### src/design/sslex_pkg.sv
// Package for the script source lexer: token kind codes and the token and
// batch structures passed between the lexer core and the result queue.
// Depends on nothing.
`timescale 1ns / 1ps

package sslex_pkg;

   localparam int TOKENS_MAX = 3;

   localparam logic [4:0] KIND_END          = 5'd0;
   localparam logic [4:0] KIND_ILLEGAL      = 5'd1;
   localparam logic [4:0] KIND_IDENT        = 5'd2;
   localparam logic [4:0] KIND_NUMBER       = 5'd3;
   localparam logic [4:0] KIND_STRING       = 5'd4;
   localparam logic [4:0] KIND_OP_BASE      = 5'd5;
   localparam logic [4:0] KIND_COLON        = 5'd13;
   localparam logic [4:0] KIND_SEMICOLON    = 5'd14;
   localparam logic [4:0] KIND_LPAREN       = 5'd15;
   localparam logic [4:0] KIND_RPAREN       = 5'd16;
   localparam logic [4:0] KIND_COMMA        = 5'd17;
   localparam logic [4:0] KIND_PLUS         = 5'd18;
   localparam logic [4:0] KIND_MINUS        = 5'd19;
   localparam logic [4:0] KIND_STAR         = 5'd20;
   localparam logic [4:0] KIND_SLASH        = 5'd21;
   localparam logic [4:0] KIND_LBRACE       = 5'd22;
   localparam logic [4:0] KIND_RBRACE       = 5'd23;
   localparam logic [4:0] KIND_DOT          = 5'd24;
   localparam logic [4:0] KIND_UNTERMINATED = 5'd25;

   typedef struct packed {
      logic [4:0]  kind;
      logic [15:0] start;
      logic [15:0] length;
      logic        last;
   } token_type;

   typedef struct packed {
      logic [1:0] count;
      token_type  tok2;
      token_type  tok1;
      token_type  tok0;
   } batch_type;

endpackage

### src/design/script_source_lexer_top.sv
// Top level of the script source lexer: byte request channel, token
// response channel, lexer core and result queue.
// Depends on sslex_pkg, sslex_core and sslex_outq.
//
// Usage: one source byte per request transaction (req_source_byte with
// req_final_byte marking the last byte). Each byte yields zero to three
// tokens on the response channel, one token per transaction, with
// rsp_run_last set on the last token of that byte. A zero byte or the
// final flag closes any open token and gives an end token; later bytes
// are taken and ignored until reset.
// A token appears on the response channel in the cycle after its byte
// is taken. Throughput: one byte per cycle while each byte gives at most
// one token and the receiver takes it; a byte that gives more tokens holds
// the request channel until the three-entry result queue has drained to
// its last token, before the next byte's tokens load.
// Reset (synchronous, active high) returns the lexer to idle at offset
// zero and empties the queue. When the receiver stalls, the queue holds
// its tokens and req_ready stays low while any token is waiting.
`timescale 1ns / 1ps

module script_source_lexer_top #(
   parameter int OFFSET_BITS = 16
) (
   input  logic        clock,
   input  logic        reset,
   input  logic        req_valid,
   output logic        req_ready,
   input  logic [7:0]  req_source_byte,
   input  logic        req_final_byte,
   output logic        rsp_valid,
   input  logic        rsp_ready,
   output logic [4:0]  rsp_token_kind,
   output logic [15:0] rsp_token_start,
   output logic [15:0] rsp_token_length,
   output logic        rsp_run_last
);

   sslex_pkg::batch_type batch;
   sslex_pkg::token_type head;
   logic                 accept;

   assign accept = req_valid && req_ready;

   sslex_core #(
      .OFFSET_BITS(OFFSET_BITS)
   ) u_core (
      .clock       (clock),
      .reset       (reset),
      .accept      (accept),
      .source_byte (req_source_byte),
      .final_byte  (req_final_byte),
      .batch       (batch)
   );

   sslex_outq u_outq (
      .clock      (clock),
      .reset      (reset),
      .push       (accept),
      .batch      (batch),
      .rsp_ready  (rsp_ready),
      .rsp_valid  (rsp_valid),
      .head       (head),
      .can_accept (req_ready)
   );

   assign rsp_token_kind   = head.kind;
   assign rsp_token_start  = head.start;
   assign rsp_token_length = head.length;
   assign rsp_run_last     = head.last;

`ifndef NO_ASSERTIONS
   a_end_closes_run: assert property (@(posedge clock) disable iff (reset)
      rsp_valid && rsp_token_kind == sslex_pkg::KIND_END |->
         rsp_run_last && rsp_token_length == 16'd0)
      else $error("End token must be the last token of its byte with zero length.");

   a_nothing_after_end: assert property (@(posedge clock) disable iff (reset)
      rsp_valid && rsp_ready && rsp_token_kind == sslex_pkg::KIND_END |=> !rsp_valid)
      else $error("A token followed the end token.");

   a_illegal_length: assert property (@(posedge clock) disable iff (reset)
      rsp_valid && rsp_token_kind == sslex_pkg::KIND_ILLEGAL |-> rsp_token_length == 16'd1)
      else $error("Illegal token must have length one.");
`endif

endmodule

### src/design/sslex_core.sv
// Lexer core: mode, pending operator and offset registers, plus the
// single-pass logic that turns one byte into up to three tokens.
// Depends on sslex_pkg.
`timescale 1ns / 1ps

module sslex_core #(
   parameter int OFFSET_BITS = 16
) (
   input  logic                 clock,
   input  logic                 reset,
   input  logic                 accept,
   input  logic [7:0]           source_byte,
   input  logic                 final_byte,
   output sslex_pkg::batch_type batch
);

   localparam int WIDE = OFFSET_BITS + 16;

   typedef enum logic [2:0] {
      MODE_IDLE,
      MODE_IDENT,
      MODE_NUMBER,
      MODE_DQ,
      MODE_SQ,
      MODE_OP
   } mode_type;

   mode_type               mode_ff, mode_in;
   logic [1:0]             pend_ff, pend_in;
   logic [OFFSET_BITS-1:0] start_ff, start_in;
   logic [OFFSET_BITS-1:0] offset_ff, offset_in;
   logic                   ended_ff, ended_in;

   sslex_pkg::token_type   toks [0:2];
   logic [1:0]             n;

   function automatic logic alpha_char(input logic [7:0] c);
      return (c >= "a" && c <= "z") || (c >= "A" && c <= "Z") || c == "_";
   endfunction

   function automatic logic decimal_char(input logic [7:0] c);
      return c >= "0" && c <= "9";
   endfunction

   function automatic logic [15:0] sat_field(input logic [OFFSET_BITS-1:0] v);
      logic [WIDE-1:0] wide;
      wide = WIDE'(v);
      return (wide > WIDE'(16'hFFFF)) ? 16'hFFFF : wide[15:0];
   endfunction

   function automatic logic [OFFSET_BITS-1:0] sat_inc(input logic [OFFSET_BITS-1:0] v);
      return (v == '1) ? v : v + OFFSET_BITS'(1);
   endfunction

   function automatic logic [OFFSET_BITS-1:0] span(input logic [OFFSET_BITS-1:0] from,
                                                   input logic [OFFSET_BITS-1:0] upto);
      return (upto > from) ? upto - from : '0;
   endfunction

   function automatic sslex_pkg::token_type make_token(input logic [4:0] kind,
                                                       input logic [OFFSET_BITS-1:0] start,
                                                       input logic [OFFSET_BITS-1:0] len);
      sslex_pkg::token_type t;
      t.kind   = kind;
      t.start  = sat_field(start);
      t.length = sat_field(len);
      t.last   = 1'b0;
      return t;
   endfunction

   function automatic logic [4:0] single_kind(input logic [7:0] c);
      logic [4:0] k;
      case (c)
         ":":     k = sslex_pkg::KIND_COLON;
         ";":     k = sslex_pkg::KIND_SEMICOLON;
         "(":     k = sslex_pkg::KIND_LPAREN;
         ")":     k = sslex_pkg::KIND_RPAREN;
         ",":     k = sslex_pkg::KIND_COMMA;
         "+":     k = sslex_pkg::KIND_PLUS;
         "-":     k = sslex_pkg::KIND_MINUS;
         "*":     k = sslex_pkg::KIND_STAR;
         "/":     k = sslex_pkg::KIND_SLASH;
         "{":     k = sslex_pkg::KIND_LBRACE;
         "}":     k = sslex_pkg::KIND_RBRACE;
         ".":     k = sslex_pkg::KIND_DOT;
         default: k = sslex_pkg::KIND_ILLEGAL;
      endcase
      return k;
   endfunction

   function automatic logic [4:0] op_kind(input logic [1:0] pend, input logic with_eq);
      return sslex_pkg::KIND_OP_BASE + {2'b00, pend, with_eq};
   endfunction

   always_comb begin
      logic [OFFSET_BITS-1:0] pos;
      logic [OFFSET_BITS-1:0] pos_next;
      logic [OFFSET_BITS-1:0] flush_pos;
      logic                   reproc;
      logic                   flush_en;
      mode_in   = mode_ff;
      pend_in   = pend_ff;
      start_in  = start_ff;
      offset_in = offset_ff;
      ended_in  = ended_ff;
      pos       = offset_ff;
      pos_next  = sat_inc(offset_ff);
      flush_pos = offset_ff;
      reproc    = 1'b0;
      flush_en  = 1'b0;
      n         = 2'd0;
      for (int i = 0; i < sslex_pkg::TOKENS_MAX; i++) begin
         toks[i] = '0;
      end

      if (accept && !ended_ff) begin
         if (source_byte == 8'd0) begin
            flush_en  = 1'b1;
            flush_pos = pos;
            ended_in  = 1'b1;
         end else begin
            unique case (mode_ff)
               MODE_IDENT: begin
                  if (!(alpha_char(source_byte) || decimal_char(source_byte))) begin
                     toks[n] = make_token(sslex_pkg::KIND_IDENT, start_ff, span(start_ff, pos));
                     n = n + 2'd1;
                     mode_in = MODE_IDLE;
                     reproc = 1'b1;
                  end
               end
               MODE_NUMBER: begin
                  if (!decimal_char(source_byte)) begin
                     toks[n] = make_token(sslex_pkg::KIND_NUMBER, start_ff, span(start_ff, pos));
                     n = n + 2'd1;
                     mode_in = MODE_IDLE;
                     reproc = 1'b1;
                  end
               end
               MODE_DQ, MODE_SQ: begin
                  if (source_byte == ((mode_ff == MODE_DQ) ? 8'h22 : 8'h27)) begin
                     toks[n] = make_token(sslex_pkg::KIND_STRING, start_ff, span(start_ff, pos));
                     n = n + 2'd1;
                     mode_in = MODE_IDLE;
                  end
               end
               MODE_OP: begin
                  if (source_byte == "=") begin
                     toks[n] = make_token(op_kind(pend_ff, 1'b1), start_ff, OFFSET_BITS'(2));
                  end else begin
                     toks[n] = make_token(op_kind(pend_ff, 1'b0), start_ff, OFFSET_BITS'(1));
                     reproc = 1'b1;
                  end
                  n = n + 2'd1;
                  mode_in = MODE_IDLE;
               end
               default: begin
                  mode_in = MODE_IDLE;
                  reproc = 1'b1;
               end
            endcase

            if (reproc) begin
               if (source_byte == " " || source_byte == 8'h0A ||
                   source_byte == 8'h09 || source_byte == 8'h0D) begin
                  mode_in = MODE_IDLE;
               end else if (alpha_char(source_byte)) begin
                  mode_in  = MODE_IDENT;
                  start_in = pos;
               end else if (decimal_char(source_byte)) begin
                  mode_in  = MODE_NUMBER;
                  start_in = pos;
               end else if (source_byte == 8'h22 || source_byte == 8'h27) begin
                  mode_in  = (source_byte == 8'h22) ? MODE_DQ : MODE_SQ;
                  start_in = pos_next;
               end else if (source_byte == "=" || source_byte == "<" ||
                            source_byte == ">" || source_byte == "!") begin
                  mode_in  = MODE_OP;
                  pend_in  = (source_byte == "=") ? 2'd0 :
                             (source_byte == "<") ? 2'd1 :
                             (source_byte == ">") ? 2'd2 : 2'd3;
                  start_in = pos;
               end else begin
                  toks[n] = make_token(single_kind(source_byte), pos, OFFSET_BITS'(1));
                  n = n + 2'd1;
               end
            end

            offset_in = pos_next;
            if (final_byte) begin
               flush_en  = 1'b1;
               flush_pos = pos_next;
               ended_in  = 1'b1;
            end
         end

         if (flush_en) begin
            unique case (mode_in)
               MODE_IDENT: begin
                  toks[n] = make_token(sslex_pkg::KIND_IDENT, start_in,
                                       span(start_in, flush_pos));
                  n = n + 2'd1;
               end
               MODE_NUMBER: begin
                  toks[n] = make_token(sslex_pkg::KIND_NUMBER, start_in,
                                       span(start_in, flush_pos));
                  n = n + 2'd1;
               end
               MODE_DQ, MODE_SQ: begin
                  toks[n] = make_token(sslex_pkg::KIND_UNTERMINATED, start_in,
                                       span(start_in, flush_pos));
                  n = n + 2'd1;
               end
               MODE_OP: begin
                  toks[n] = make_token(op_kind(pend_in, 1'b0), start_in, OFFSET_BITS'(1));
                  n = n + 2'd1;
               end
               default: begin
               end
            endcase
            mode_in = MODE_IDLE;
            toks[n] = make_token(sslex_pkg::KIND_END, flush_pos, '0);
            n = n + 2'd1;
         end
      end

      for (int i = 0; i < sslex_pkg::TOKENS_MAX; i++) begin
         toks[i].last = (n != 2'd0) && (2'(i) == n - 2'd1);
      end
   end

   assign batch.count = n;
   assign batch.tok0  = toks[0];
   assign batch.tok1  = toks[1];
   assign batch.tok2  = toks[2];

   always_ff @(posedge clock) begin
      if (reset) begin
         mode_ff   <= MODE_IDLE;
         pend_ff   <= 2'd0;
         start_ff  <= '0;
         offset_ff <= '0;
         ended_ff  <= 1'b0;
      end else begin
         mode_ff   <= mode_in;
         pend_ff   <= pend_in;
         start_ff  <= start_in;
         offset_ff <= offset_in;
         ended_ff  <= ended_in;
      end
   end

endmodule

### src/design/sslex_outq.sv
// Result queue for the lexer: holds the up to three tokens of one byte and
// hands them out one transaction at a time. Depends on sslex_pkg.
`timescale 1ns / 1ps

module sslex_outq (
   input  logic                 clock,
   input  logic                 reset,
   input  logic                 push,
   input  sslex_pkg::batch_type batch,
   input  logic                 rsp_ready,
   output logic                 rsp_valid,
   output sslex_pkg::token_type head,
   output logic                 can_accept
);

   sslex_pkg::token_type q_ff [0:2];
   logic [1:0]           count_ff;
   logic                 pop;

   assign pop        = (count_ff != 2'd0) && rsp_ready;
   assign rsp_valid  = (count_ff != 2'd0);
   assign head       = q_ff[0];
   assign can_accept = (count_ff == 2'd0) || (count_ff == 2'd1 && rsp_ready);

   always_ff @(posedge clock) begin
      if (reset) begin
         count_ff <= 2'd0;
      end else if (push) begin
         count_ff <= batch.count;
      end else if (pop) begin
         count_ff <= count_ff - 2'd1;
      end
   end

   always_ff @(posedge clock) begin
      if (push) begin
         q_ff[0] <= batch.tok0;
         q_ff[1] <= batch.tok1;
         q_ff[2] <= batch.tok2;
      end else if (pop) begin
         q_ff[0] <= q_ff[1];
         q_ff[1] <= q_ff[2];
      end
   end

endmodule

### config.mk
export PLATFORM = sky130hd
export DESIGN_NAME = script_source_lexer_top
export DESIGN_NICKNAME = d
export VERILOG_FILES = /design/src/design/sslex_pkg.sv /design/src/design/script_source_lexer_top.sv /design/src/design/sslex_core.sv /design/src/design/sslex_outq.sv
export SDC_FILE = /design/constraint.sdc
export NUM_CORES = 1
export LEC_CHECK = 0
export ABC_AREA = 1
export BUFFER_PORTS_ARGS = -buffer_cell sky130_fd_sc_hd__buf_2
export CAP_MARGIN = 15
export CORE_MARGIN = 1.5
export CORE_UTILIZATION = 50
export CTS_BUF_LIST = sky130_fd_sc_hd__clkbuf_2 sky130_fd_sc_hd__clkbuf_4 sky130_fd_sc_hd__clkbuf_8
export CTS_CLUSTER_SIZE = 14
export DETAILED_ROUTE_END_ITERATION = 7
export PLACE_DENSITY = 0.67
export SLEW_MARGIN = 20
export SYNTH_ARGS = -nofsm -noshare
export SYNTH_HDL_FRONTEND = slang
export SYNTH_SLANG_ARGS = --single-unit
export TNS_END_PERCENT = 1
### constraint.sdc
create_clock -name clock -period 6.6 [get_ports clock]
set_input_delay 1.32 -clock clock [delete_from_list [all_inputs] [get_ports clock]]
set_output_delay 1.32 -clock clock [all_outputs]
set_load 0.02 [all_outputs]
=== After elaboration in Yosys (flattened, before gate mapping) ===
Memory sizes are Yosys's and may differ from the RTL's.
Cells that the tools add are included.

* Register bits: 40
* Memory bits (writable): 114
* Output and inout port bits: 40
* Logic and storage cells: 233
* Memories kept: 1

* Add/subtract/negate cells: 11
* $lt $le $gt $ge: 14
* Equal/unequal tests: 38
* Multiplexer cells: 120
* Bitwise gates (word level): 6
* Reduce and logical (&&, ||, !) cells: 37

{| class="wikitable"
|+ Memories
! memory !! depth !! bits a word !! read ports !! clocked after Yosys merged registers in !! wr ports !! line !! source
|-
| u_outq.q_ff || 3 || 38 || 3 || 0 || 3 || sslex_outq.sv:16 || <nowiki>sslex_pkg::token_type q_ff [0:2];</nowiki>
|}

{| class="wikitable"
|+ Operators by type and width
! operator !! number
|-
| 114-bit two-way mux || 12
|-
| 114-bit bitwise mux || 6
|-
| 114-bit case mux with 4 select lines || 1
|-
| 38-bit two-way mux || 8
|-
| 38-bit demux with 2-bit select || 3
|-
| 16-bit two-way mux || 14
|-
| 38-bit case mux with 4 select lines || 1
|-
| 8-bit by 6-bit == test with 1-bit output (second input constant) || 17
|-
| 35-bit two-way mux || 2
|-
| 5-bit case mux with 12 select lines || 1
|-
| 2-bit two-way mux || 27
|-
| 3-bit two-way mux || 14
|-
| 5-bit two-way mux || 8
|-
| 36-bit two-way mux || 1
|-
| 16-bit greater-than comparator || 2
|-
| 16-bit subtractor || 2
|-
| 8-bit by 4-bit == test with 1-bit output (second input constant) || 3
|-
| 8-bit by 7-bit == test with 1-bit output (second input constant) || 3
|-
| 1-bit two-way mux || 19
|-
| 16-bit by 1-bit adder with 16-bit output (second input constant) || 1
|-
| 16-bit == test (second input constant) || 1
|-
| 8-bit by 7-bit greater-or-equal comparator with 1-bit output (second input constant) || 2
|-
| 8-bit by 7-bit <= comparator with 1-bit output (second input constant) || 2
|-
| 1-bit logical AND || 13
|-
| 28 further kinds || 63
|}

=== Depth between registers and ports, before layout ===
* Depth after elaboration: 31
* Depth in mapped cells: 33

=== By module ===
From an unflattened synthesis, not the netlist that was laid out.

* Cells, all modules: 1,865
* Area total of the unflattened synthesis: 13,367.8 µm²

{| class="wikitable"
|+ By module, submodules not included
! module !! times used !! cells each !! area each (µm²) !! seq. area each (µm²)
|-
| sslex_core || 1 || 1,440 || 7,987.7 || 760.7
|-
| sslex_outq || 1 || 423 || 5,372.7 || 3,463.3
|-
| script_source_lexer_top || 1 || 2 || 7.5 || 0.0
|}

=== Least setup slack after synthesis ===
No wires, ideal clock.

* Path kind: input to register
* From: in req_source_byte[6]
* To: mem u_outq.q_ff[0][5] in the netlist's numbering, data pin
* Library setup time: 0.257 ns
* Arrival: 5.014 ns
* Required time: 6.343 ns
* Slack: 1.330 ns
* Stages: 31
* Buffers on the path: 2
* Cells stage by stage: inv_2 -> nand2_1 -> nor2_4 -> nand2_1 -> nand2_1 -> nor2_4 -> inv_1 -> nor2_1 -> buf_2 -> o2111ai_1 -> o21ai_0 -> ha_1 -> inv_1 -> fa_1 -> nand2_1 -> inv_1 -> o21ai_0 -> nand2_1 -> inv_1 -> o221ai_1 -> a21boi_0 -> o21ai_0 -> nand2_1 -> nand3_1 -> nand2_1 -> buf_2 -> nor2_1 -> o21ai_1 -> o22ai_1 -> nand2_1 -> nand2_1

{| class="wikitable"
|+ RTL lines
! item !! line !! source
|-
| start, declared || script_source_lexer_top.sv:28 || <nowiki>input logic [7:0] req_source_byte,</nowiki>
|-
| end, declared || sslex_outq.sv:16 ||
|}

==> flow_summary_export.csv <==
group,metric,value,unit
final_layout,final_util,54.4,%
route,avgRoutedWirePerCell,20.7,um
setup_path,cp-end-kind,"flip-flop",
sta,grt_setup_unrepaired,"false",
synthesis,synthXorXnorAreaFrac,1.69,%
route,drc,0,
synthesis,synth_top_area_share,27.5,%
route,first_pass_iters,6,
global_routing,grt_remaining_overflow,0,
sta,clock.fmax,163,MHz
clock_tree,cts_root_buf,"clkbuf_8",
setup_path,required,6.84,ns
power,p_int,2.73,mW
clock_tree,post_cts.repair.setup_buffers,0,
synthesis,synth.mux.area_fraction,0.0803,%
global_routing,grt_pass1_vias,11700,
clock_tree,htree_levels,4,
setup_path,startpoint,"req_source_byte[2]",
sta,hold_viol,0,
sta,fin_skew,0.0227,ns
global_routing,grt_max_degree,49,
placement,dp_hpwl,34.0,mm
route,vias_per_cell,5.89,
final_layout,nets,1907,
setup_path,start_kind,"input pin",
clock_tree,clock_latency,0.49,ns
sta,drv_slew,0,
route,drtIter0Drc,1447,
synthesis,syn-num-nets,1904,
synthesis,netlist_area,12500,um2
power,peakVddDrop,0.257,mV
floorplan,floorplan.initialDensity,51.1,%
clock_tree,clkTransAtPathRegs,0.10,ns
synthesis,synthTopCellsByCount,"505 x nand2_1, 240 x inv_1, 180 x o21ai_0, 122 x nand3_1, 119 x nor2_1",
min_path,hold_path.class,"reg -> reg",
final_layout,n_antenna_cell,0,
setup_path,path_class,"in -> reg",
outcome,status,"finished, final reports clean",
synthesis,synth_top_family_by_area,"simple AND/OR/NAND/NOR gates",
power,seqPwrFrac,30.9,%
route,routed_wl,45.3,mm
floorplan,core,24400,um2
floorplan,die_h,161,um
synthesis,syn-instance-count,1846,
floorplan,die_w,161,um
power,power_per_cell_area,416,nW/um2
power,pwr-share-comb,55.2,%
power,p_clk_share,13.9,%
global_routing,grt_usage,35.0,%
synthesis,netlist_top_cells_area,"edfxtp_1 27%, nand2_1 15%, inv_1 7.2%",
route,vias,12900,
setup_path,rr_startpoint,"u_core.offset_ff[1]",
synthesis,synthAdderAreaFrac,4.64,%
synthesis,yosysSeqAreaShare,33.9,%
setup_path,crit_fanout,28,
sta,post-route-period-util,93.0,%
placement,portBuffers,52,
synthesis,yosys.area.top_type,"edfxtp_1",
sta,period_minus_slack,6.14,ns
sta,finalSetupViolCount,0,
synthesis,synth_ff_type,"edfxtp_1",
power,swShare,50.7,%
clock_tree,numCtsBuffers,17,
final_layout,layout-drive-gt1-share,9.88,%
clock_tree,cts_tree,"yes",
power,p_sw,2.80,mW
power,p_leak,6.34,nW
global_routing,grt_pass1_wl,68.8,mm
synthesis,ys_ff_latch,154,
floorplan,num_io_pins,53,
synthesis,yosysMostFrequentCell,"nand2_1",
final_layout,syn2layout_area_growth,6.47,%
synthesis,yosysWarnings,0,
placement,gp_congestion,1.04,
synthesis,syn_area_per_cell,6.76,um2
min_path,hp-start,"u_core.ended_ff",
synthesis,synthSimpleGateAreaFrac,28.2,%
sta,finalSetupTns,0,ns
floorplan,core.rowCount,57,
sta,worst_pin_slew,1.12,ns
sta,slew_headroom,25.1,%
synthesis,synth_compound_area_share,18.7,%
synthesis,yosysUniqueCellTypes,56,
floorplan,dieArea,25900,um2
clock_tree,cts_buffer_depth,2,
route,ant_nets,0,
setup_path,arrival,6.38,ns
run,maxCapViolCount,0,
synthesis,async_flop_share,0,%
global_routing,antenna_found_initial,0,
synthesis,synth_edf_count,114,
clock_tree,cts_sinks,154,
[per-stage QoR]
step	total power, mW	hold slack (ns)	instance area (um2)	setup WS [ns]	instances
floorplan	3.82	0.441	12500	1.33	1846
global placement	4.68	0.475	12900	0.224	2154
detailed placement	4.69	0.479	12900	0.0162	2154
CTS	5.45	0.501	13300	0.531	2186
global route	5.87	0.535	13300	0.0486	2186
finish	5.53	0.504	13300	0.461	2186
[sequential cells by signal (all words and copies together), names as in the netlist]
signal and cells:
u_core.ended_ff 1, u_core.mode_ff 3, u_core.offset_ff 16, u_core.pend_ff 2
u_core.start_ff 16, u_outq.count_ff 2, u_outq.q_ff 114
[routing by layer]
layer / GRT usage [%] / share of wire [%] / vias up
li1: - / - / 6095
met1: 49.0 / 42 / 5960
met2: 53.1 / 43 / 711
met3: 7.62 / 11 / 108
met4: 12.7 / 3.4 / 0
met5: 0 / 0 / -
[critical path: stages]
cell and delay, ns:
buf_2 0.14, nor2_1 0.15, inv_1 0.07, nor2_1 0.14, inv_1 0.08, nor2_1 0.47, nor2_1 0.17, buf_4 0.26
o21ai_0 0.54, inv_1 0.24, ha_1 0.43, nand2_1 0.10, inv_1 0.05, o21ai_0 0.17, nand2_1 0.09, inv_1 0.08
o221ai_1 0.15, a21boi_0 0.32, o21ai_0 0.13, buf_4 0.15, nand2_1 0.05, nand3_1 0.06, nand2_1 0.41, inv_1 0.23
nand3_1 0.18, o21ai_1 0.07, nand2_1 0.07, nand2_1 0.04
[repair_timing]
item / CTS / global route
resized for setup: 0 / 1
setup endpoints to repair: 0 / 6
hold buffers: 0 / 0
[logic make-up (layout without fill, tap and decap cells)]
| family | count (synthesis) | after routing |
|---|---|---|
| AOI/OAI and AO/OA | 422 | 422 |
| xor gates and xnor gates | 24 | 24 |
| adders and majority gates | 45 | 45 |
| buffers and inverters | 373 | 389 |
| DFF | 154 | 154 |
| muxes | 1 | 1 |
| and+or+nand+nor | 827 | 827 |
[worst paths after layout]
path                        end  slack [ns]  depth (start not counted)
max          u_outq.q_ff[0][12]        0.46                         28
min             u_core.ended_ff        0.50                          2
max reg2reg  u_outq.q_ff[0][12]        0.79                         30
min reg2reg     u_core.ended_ff        0.50                          2
[area by class of cell]
| class | instances | area [um2] |
|---|---|---|
| clock buffer | 19 | 249 |
| multi-input combinational | 1319 | 6650 |
| timing repair buffer | 103 | 656 |
| fill | 2468 | 11100 |
| tap | 324 | 405 |
| inverter | 254 | 957 |
| clock inverter | 13 | 136 |
| sequential | 154 | 4220 |
[power groups by stage]
stage               combinational [mW]  clock [mW]  sequential [mW]
global placement                  2.97           0             1.71
global route                      3.34       0.796             1.73
finish                            3.05       0.769             1.70
CTS                               2.99       0.771             1.69
detailed placement                2.97           0             1.72
floorplan                         2.17           0             1.65
[layout by cell type, fill, tap and decap left out, types with 4 or more instances in the layout]
cell type | netlist | routed
buf_2 | 9 | 52
a22oi_1 | 12 | 12
dfxtp_1 | 40 | 40
o21ai_1 | 25 | 25
nor2_4 | 4 | 4
clkinv_1 | 4 | 4
inv_1 | 240 | 238
nor3b_1 | 4 | 4
o21ai_0 | 180 | 180
o211ai_1 | 18 | 18
xor2_1 | 19 | 19
inv_2 | 9 | 10
o22ai_1 | 37 | 37
nand3_2 | 4 | 4
xnor2_1 | 5 | 5
edfxtp_1 | 114 | 114
buf_4 | 38 | 50
a31oi_1 | 5 | 5
o31ai_1 | 4 | 4
nor2_2 | 5 | 7
o221ai_1 | 4 | 4
nand4_1 | 18 | 18
inv_6 | 0 | 4
nand2_2 | 10 | 10
nor2_1 | 119 | 117
nor3_1 | 25 | 25
a21oi_1 | 117 | 117
ha_1 | 43 | 43
o21a_1 | 4 | 4
clkbuf_8 | 0 | 17
nand2_1 | 505 | 505
nand3_1 | 122 | 122
(Power assumes the default switching activity.)
